--- src/design/crg_pkg.sv ---
// Shared constants, types and fixed-point helpers for the camera ray generator.
// Used by crg_div_stage and camera_ray_generation; depends on nothing.
`default_nettype none

package crg_pkg;

	// Field widths
	localparam int INDEX_BITS = 12;
	localparam int COORD_BITS = 16;
	localparam int FIELD_W    = 16;
	localparam int VEC_W      = 3 * FIELD_W;
	localparam int BND_W      = 2 * FIELD_W;
	localparam int RES_W      = 2 * INDEX_BITS;
	localparam int PROJ_W     = FIELD_W + 1;
	localparam int CFG_W      = VEC_W;
	localparam int CFG_IDX_W  = 3;

	// Fixed-point scales: basis is Q1.14, positions Q8.8
	localparam int FRAC_BASIS  = 14;
	localparam int ORTHO_SHIFT = FRAC_BASIS - 8;

	// Screen coordinate divider: |quotient| < |span| < 2^FIELD_W
	localparam int DEN_W          = INDEX_BITS + 1;
	localparam int QUO_W          = FIELD_W;
	localparam int MAG_W          = QUO_W + DEN_W;
	localparam int BITS_PER_STAGE = 2;
	localparam int DIV_STAGES     = QUO_W / BITS_PER_STAGE;

	// Pipeline layout: multiply, divider steps, coordinate, products, output
	localparam int N_STAGES = DIV_STAGES + 4;
	localparam int ST_CRD   = DIV_STAGES + 1;
	localparam int ST_PRD   = DIV_STAGES + 2;
	localparam int ST_OUT   = DIV_STAGES + 3;

	// Coordinate clamp and accumulation widths
	localparam int CLAMP_W = COORD_BITS + FIELD_W + 2;
	localparam int PROD_W  = COORD_BITS + FIELD_W;
	localparam int SUM_W   = PROD_W + 2;
	localparam int SH_W    = SUM_W - FRAC_BASIS;

	localparam logic signed [CLAMP_W-1:0] CRD_MAX = CLAMP_W'((1 << (COORD_BITS - 1)) - 1);
	localparam logic signed [CLAMP_W-1:0] CRD_MIN = -CRD_MAX - 1;
	localparam logic signed [SH_W-1:0]    OUT_MAX = SH_W'((1 << (FIELD_W - 1)) - 1);
	localparam logic signed [SH_W-1:0]    OUT_MIN = -OUT_MAX - 1;

	// Register indexes
	typedef enum logic [CFG_IDX_W-1:0] {
		REG_VIEW_ORIGIN,
		REG_BASIS_RIGHT,
		REG_BASIS_UP,
		REG_BASIS_BACK,
		REG_HORIZ_BOUNDS,
		REG_VERT_BOUNDS,
		REG_RESOLUTION,
		REG_PROJECTION
	} cfg_reg_t;

	// Register reset values
	localparam logic [VEC_W-1:0]  RST_VIEW_ORIGIN = '0;
	localparam logic [VEC_W-1:0]  RST_BASIS_RIGHT = 48'h0000_0000_4000;
	localparam logic [VEC_W-1:0]  RST_BASIS_UP    = 48'h4000_0000_0000;
	localparam logic [VEC_W-1:0]  RST_BASIS_BACK  = 48'h0000_C000_0000;
	localparam logic [BND_W-1:0]  RST_BOUNDS      = 32'h0100_FF00;
	localparam logic [RES_W-1:0]  RST_RESOLUTION  = 24'h040_040;
	localparam logic [PROJ_W-1:0] RST_PROJECTION  = '0;

	// One divider lane between stages
	typedef struct packed {
		logic [DEN_W-1:0] rem;
		logic [QUO_W-1:0] low;
		logic [QUO_W-1:0] quo;
		logic             neg;
	} div_t;

	// Divide a Q.22 sum by 2^14 toward zero, saturate to a Q8.8 field
	function automatic logic signed [FIELD_W-1:0] sat_scale(input logic signed [SUM_W-1:0] x);
		logic signed [SUM_W-1:0] adj;
		logic signed [SH_W-1:0]  sh;
		adj = x + {{(SUM_W - FRAC_BASIS){1'b0}}, {FRAC_BASIS{x[SUM_W-1]}}};
		sh  = adj[SUM_W-1:FRAC_BASIS];
		if (sh > OUT_MAX)
			return OUT_MAX[FIELD_W-1:0];
		else if (sh < OUT_MIN)
			return OUT_MIN[FIELD_W-1:0];
		else
			return sh[FIELD_W-1:0];
	endfunction

	// Orthographic direction: -W taken from Q1.14 to Q8.8, toward zero
	function automatic logic signed [FIELD_W-1:0] ortho_dir(input logic signed [FIELD_W-1:0] w);
		logic signed [FIELD_W:0] nw;
		logic signed [FIELD_W:0] adj;
		nw  = -(FIELD_W + 1)'(w);
		adj = nw + {{(FIELD_W + 1 - ORTHO_SHIFT){1'b0}}, {ORTHO_SHIFT{nw[FIELD_W]}}};
		return FIELD_W'(adj >>> ORTHO_SHIFT);
	endfunction

endpackage

`default_nettype wire

--- src/design/crg_div_stage.sv ---
// One step group of the restoring screen-coordinate divider: BITS_PER_STAGE
// quotient bits per instance. Depends on crg_pkg.
`default_nettype none

module crg_div_stage (
	input  wire logic [crg_pkg::DEN_W-1:0] den,
	input  wire crg_pkg::div_t             d_in,
	output crg_pkg::div_t                  d_out
);
	import crg_pkg::*;

	// Shift in one dividend bit per step, subtract when the trial fits
	always_comb begin
		div_t           acc;
		logic [DEN_W:0] trial;
		acc = d_in;
		for (int b = 0; b < BITS_PER_STAGE; b++) begin
			trial   = {acc.rem, acc.low[QUO_W-1]};
			acc.low = {acc.low[QUO_W-2:0], 1'b0};
			if (trial >= {1'b0, den}) begin
				acc.rem = DEN_W'(trial - {1'b0, den});
				acc.quo = {acc.quo[QUO_W-2:0], 1'b1};
			end else begin
				acc.rem = trial[DEN_W-1:0];
				acc.quo = {acc.quo[QUO_W-2:0], 1'b0};
			end
		end
		d_out = acc;
	end

endmodule

`default_nettype wire

--- config.mk ---
export PLATFORM = sky130hd
export DESIGN_NAME = crg_div_stage
export DESIGN_NICKNAME = d
export VERILOG_FILES = /design/src/design/crg_pkg.sv /design/src/design/crg_div_stage.sv
export SDC_FILE = /design/constraint.sdc
export NUM_CORES = 1
export LEC_CHECK = 0
export BUFFER_PORTS_ARGS = -buffer_cell sky130_fd_sc_hd__clkbuf_2
export CORE_MARGIN = 10
export CORE_UTILIZATION = 40
export DETAILED_ROUTE_END_ITERATION = 6
export PLACE_DENSITY = 0.75
export SYNTH_ARGS = -nofsm -noshare
export SYNTH_HDL_FRONTEND = slang
export SYNTH_SLANG_ARGS = --single-unit
--- constraint.sdc ---
create_clock -name vclk -period 13.35
set_clock_uncertainty 0.15 [all_clocks]
set_input_delay 0.6675 -clock vclk [all_inputs]
set_output_delay 0.6675 -clock vclk [all_outputs]
set_load 0.02 [all_outputs]
### Yosys cells after proc, flatten, opt, wreduce, memory -nomap -nowiden

Index checks and enable logic that the tools add are counted.

* equality and inequality tests: 0
* multiply operators: 0
* div/mod/pow operators: 0
* multiplexer cells: 4
* magnitude comparators: 2
* bitwise gates (word level): 0
* shift operators: 0
* reduce and logical (&&, ||, !) cells: 0
* add/subtract/negate cells: 2

Operators with widths (count)
* $ge A14 B13 Y1: 2
* $mux W13: 2
* $sub A13 B13 Y13: 2
* $mux W1: 2

* bits in writable memories: 0
* latch bits: 0
* memories kept: 0
* ROM bits: 0
* word-level logic and storage cells: 8
* bits in registers: 0

### Logic depth before layout (Yosys ltp)

* depth after elaboration: 4
* depth in mapped cells: 20

### Least setup slack after synthesis

OpenSTA, ideal clock, no wires.

* kind: in2out
* start: input port d_in[32] (netlist name)
* end: output port d_out[33] (netlist name)
* setup slack: 7.842 ns
* arrival: 4.691 ns
* data required time: 12.533 ns
* stages: 19
* path through: inv_1 ha_1 inv_1 fa_1 a211oi_2 o21ai_1 a211oi_2 or2_1 o21a_4 mux2_2 fa_1 nand2b_1 a211oi_1 o41ai_1 a21oi_1 o22ai_1 o311ai_4 buf_12 mux2i_1

RTL lines
* from (decl): line crg_div_stage.sv:7 `input wire crg_pkg::div_t d_in,`
* to (decl): line crg_div_stage.sv:8 `output crg_pkg::div_t d_out`

==> impl_metrics.env <==
export IMPL_outcome="completed"
export IMPL_yosys_top_cells_area="ha_1, buf_4, mux2_4, xnor2_1, inv_1"
export IMPL_utilization_pct=42.79
export IMPL_max_freq_ghz=0.1590
export IMPL_overflow=0
export IMPL_worstHoldPathType="in -> out"
export IMPL_fill_cells=461
export IMPL_synth_warnings=0
export IMPL_critPathMaxStageDelay_ns=0.47
export IMPL_regArea_um2=0
export IMPL_cpLargestDelayFamily="compound AO/OA/AOI/OAI gates"
export IMPL_cp_start_kind="primary input"
export IMPL_drt_iter0_drc=68
export IMPL_dp_cells=294
export IMPL_rsz0062_at_grt="false"
export IMPL_die_area_um2=7864
export IMPL_ant_nets=0
export IMPL_nets=331
export IMPL_synth_distinct_cells=48
export IMPL_postCtsSetupRepairBufs=0
export IMPL_synth_most_common_cell="buf_4"
export IMPL_cts_resized=0
export IMPL_power_density_nw_per_um2=110.6
export IMPL_fp_row_count=24
export IMPL_die_w_um=88.68
export IMPL_fin_cells=294
export IMPL_num_antenna_cells=0
export IMPL_crit_buf_inv=5
export IMPL_holdBufCountCts=0
export IMPL_synth_largest_area_cell="ha_1"
export IMPL_power_leakage_nw=0.9380
export IMPL_design_area_um2=1914
export IMPL_cp_end_kind="output port"
export IMPL_syn_to_final_growth_pct=1.459
export IMPL_netlist_area_um2=1887
export IMPL_start_util_pct=42.17
export IMPL_cp_required_ns=12.53
export IMPL_crit_chain="clkbuf_2 > inv_1 > ha_1 > inv_1 > fa_1 > a211oi_2 > o21ai_1 > a211oi_2 > or2_1 > o21a_4 > inv_4 > mux2_4 > ha_1 > nor2_1 > a211oi_1 > o41ai_1 > a21oi_1 > o22ai_1 > o311ai_4 > mux2_4 > clkbuf_2"
export IMPL_grt_pass1_wl_mm=7.603
export IMPL_critical_path_slowest_cell="o41ai_1"
export IMPL_syn_inst=231
export IMPL_setup_viol_count_final=0
export IMPL_dpl_cell_area_um2=1914
export IMPL_first_pass_iters=5
export IMPL_multi_input_area_um2=1549
export IMPL_crit_arrival_ns=5.47
export IMPL_track_usage_pct=11.39
export IMPL_seq_cell_count=0
export IMPL_vias=1639
export IMPL_crit_fanout=14
export IMPL_wl_per_cell_um=15.56
export IMPL_gp_congestion=0.8790
export IMPL_netlist_area_leader_share_pct=17.24
export IMPL_io_buffers=43
export IMPL_drt_vias_per_instance=5.575
export IMPL_drive_gt1_share_pct=30.99
export IMPL_drt_total_wl_mm=4.574
export IMPL_ios=105
export IMPL_vdd_drop_max_mv=0.03166
export IMPL_tns_ns=0
export IMPL_coreArea_um2=4474
export IMPL_seq_area_frac_synth_pct=0
export IMPL_dpl_hpwl_mm=4.080
export IMPL_drcViolationCount=0
export IMPL_maxCapViolCount=0
export IMPL_antenna_found_initial=0
export IMPL_hold_viol_final=0
export IMPL_power_total_w=0.0002118
export IMPL_num_clock_buffers=0
export IMPL_die_h_um=88.68
export IMPL_relSlewSlack_pct=40.65
export IMPL_synthTopCellsByCount="buf_4, ha_1, inv_1"
export IMPL_min_period_ns=6.289
export IMPL_report_final_slew_viol_count=0
export IMPL_tightestPinTransition_ns=0.8882
export IMPL_crit_type="in -> out"
export IMPL_min_period_over_period_pct=47.11
export IMPL_grt_max_degree=15
export IMPL_grt_pass1_vias=1695
export IMPL_syn_area_per_cell_um2=8.168
==> cell type report <==
class | instances | share of cell area, %
multi-input combinational | 177 | 80.92
inverter | 22 | 4.444
timing repair buffer | 43 | 11.24
tap | 52 | 3.399
==> power by group <==
part | total, W | internal (W) | switching, W
clock | 0 | 0 | 0
sequential | 0 | 0 | 0
combinational | 0.000212 | 0.0000977 | 0.000114
total | 0.000212 | 0.0000977 | 0.000114
==> cell families (layout without fill, tap and decap cells) <==
family / after synthesis / after routing / synth area share [%]
compound gates: 59 / 59 / 24.67
simple gates: 47 / 47 / 12.73
xor+xnor: 18 / 18 / 8.355
mux: 23 / 23 / 16.58
other cells: 1 / 2 / 0.1987
buf+inv: 55 / 65 / 18.10
fa+ha+maj: 28 / 28 / 19.36
==> metrics by stage <==
stage | worst slack, ns | hold WS [ns]
2_1_floorplan | 7.842 | 1.298
6_report | 7.061 | 1.185
5_1_grt | 6.607 | 1.185
3_3_place_gp | 7.173 | 1.185
4_1_cts | 7.055 | 1.185
3_5_place_dp | 7.078 | 1.185
==> layout by cell type, fill, tap and decap left out, types with 8 or more instances in the layout <==
cell | synthesis | layout
nor3_1 | 8 | 8
mux2_4 | 15 | 15
inv_1 | 21 | 21
xnor2_1 | 13 | 13
a21oi_1 | 11 | 11
nor2_1 | 9 | 9
clkbuf_2 | 0 | 43
ha_1 | 26 | 26
==> worst paths after layout <==
kind                  from         to  slack (ns)  cells after the start
hold / removal    d_in[23]  d_out[25]        1.19                      0
setup / recovery  d_in[32]  d_out[43]        7.06                     21
==> metal layers <==
layer	share of wire [%]	track usage, %	up-vias
met5	0	0	-
met4	1.0	1.615	0
met3	5.5	1.838	4
met2	53	22.41	41
met1	41	12.54	754
li1	-	-	840
No activity file was read; power rests on OpenSTA's default activity.
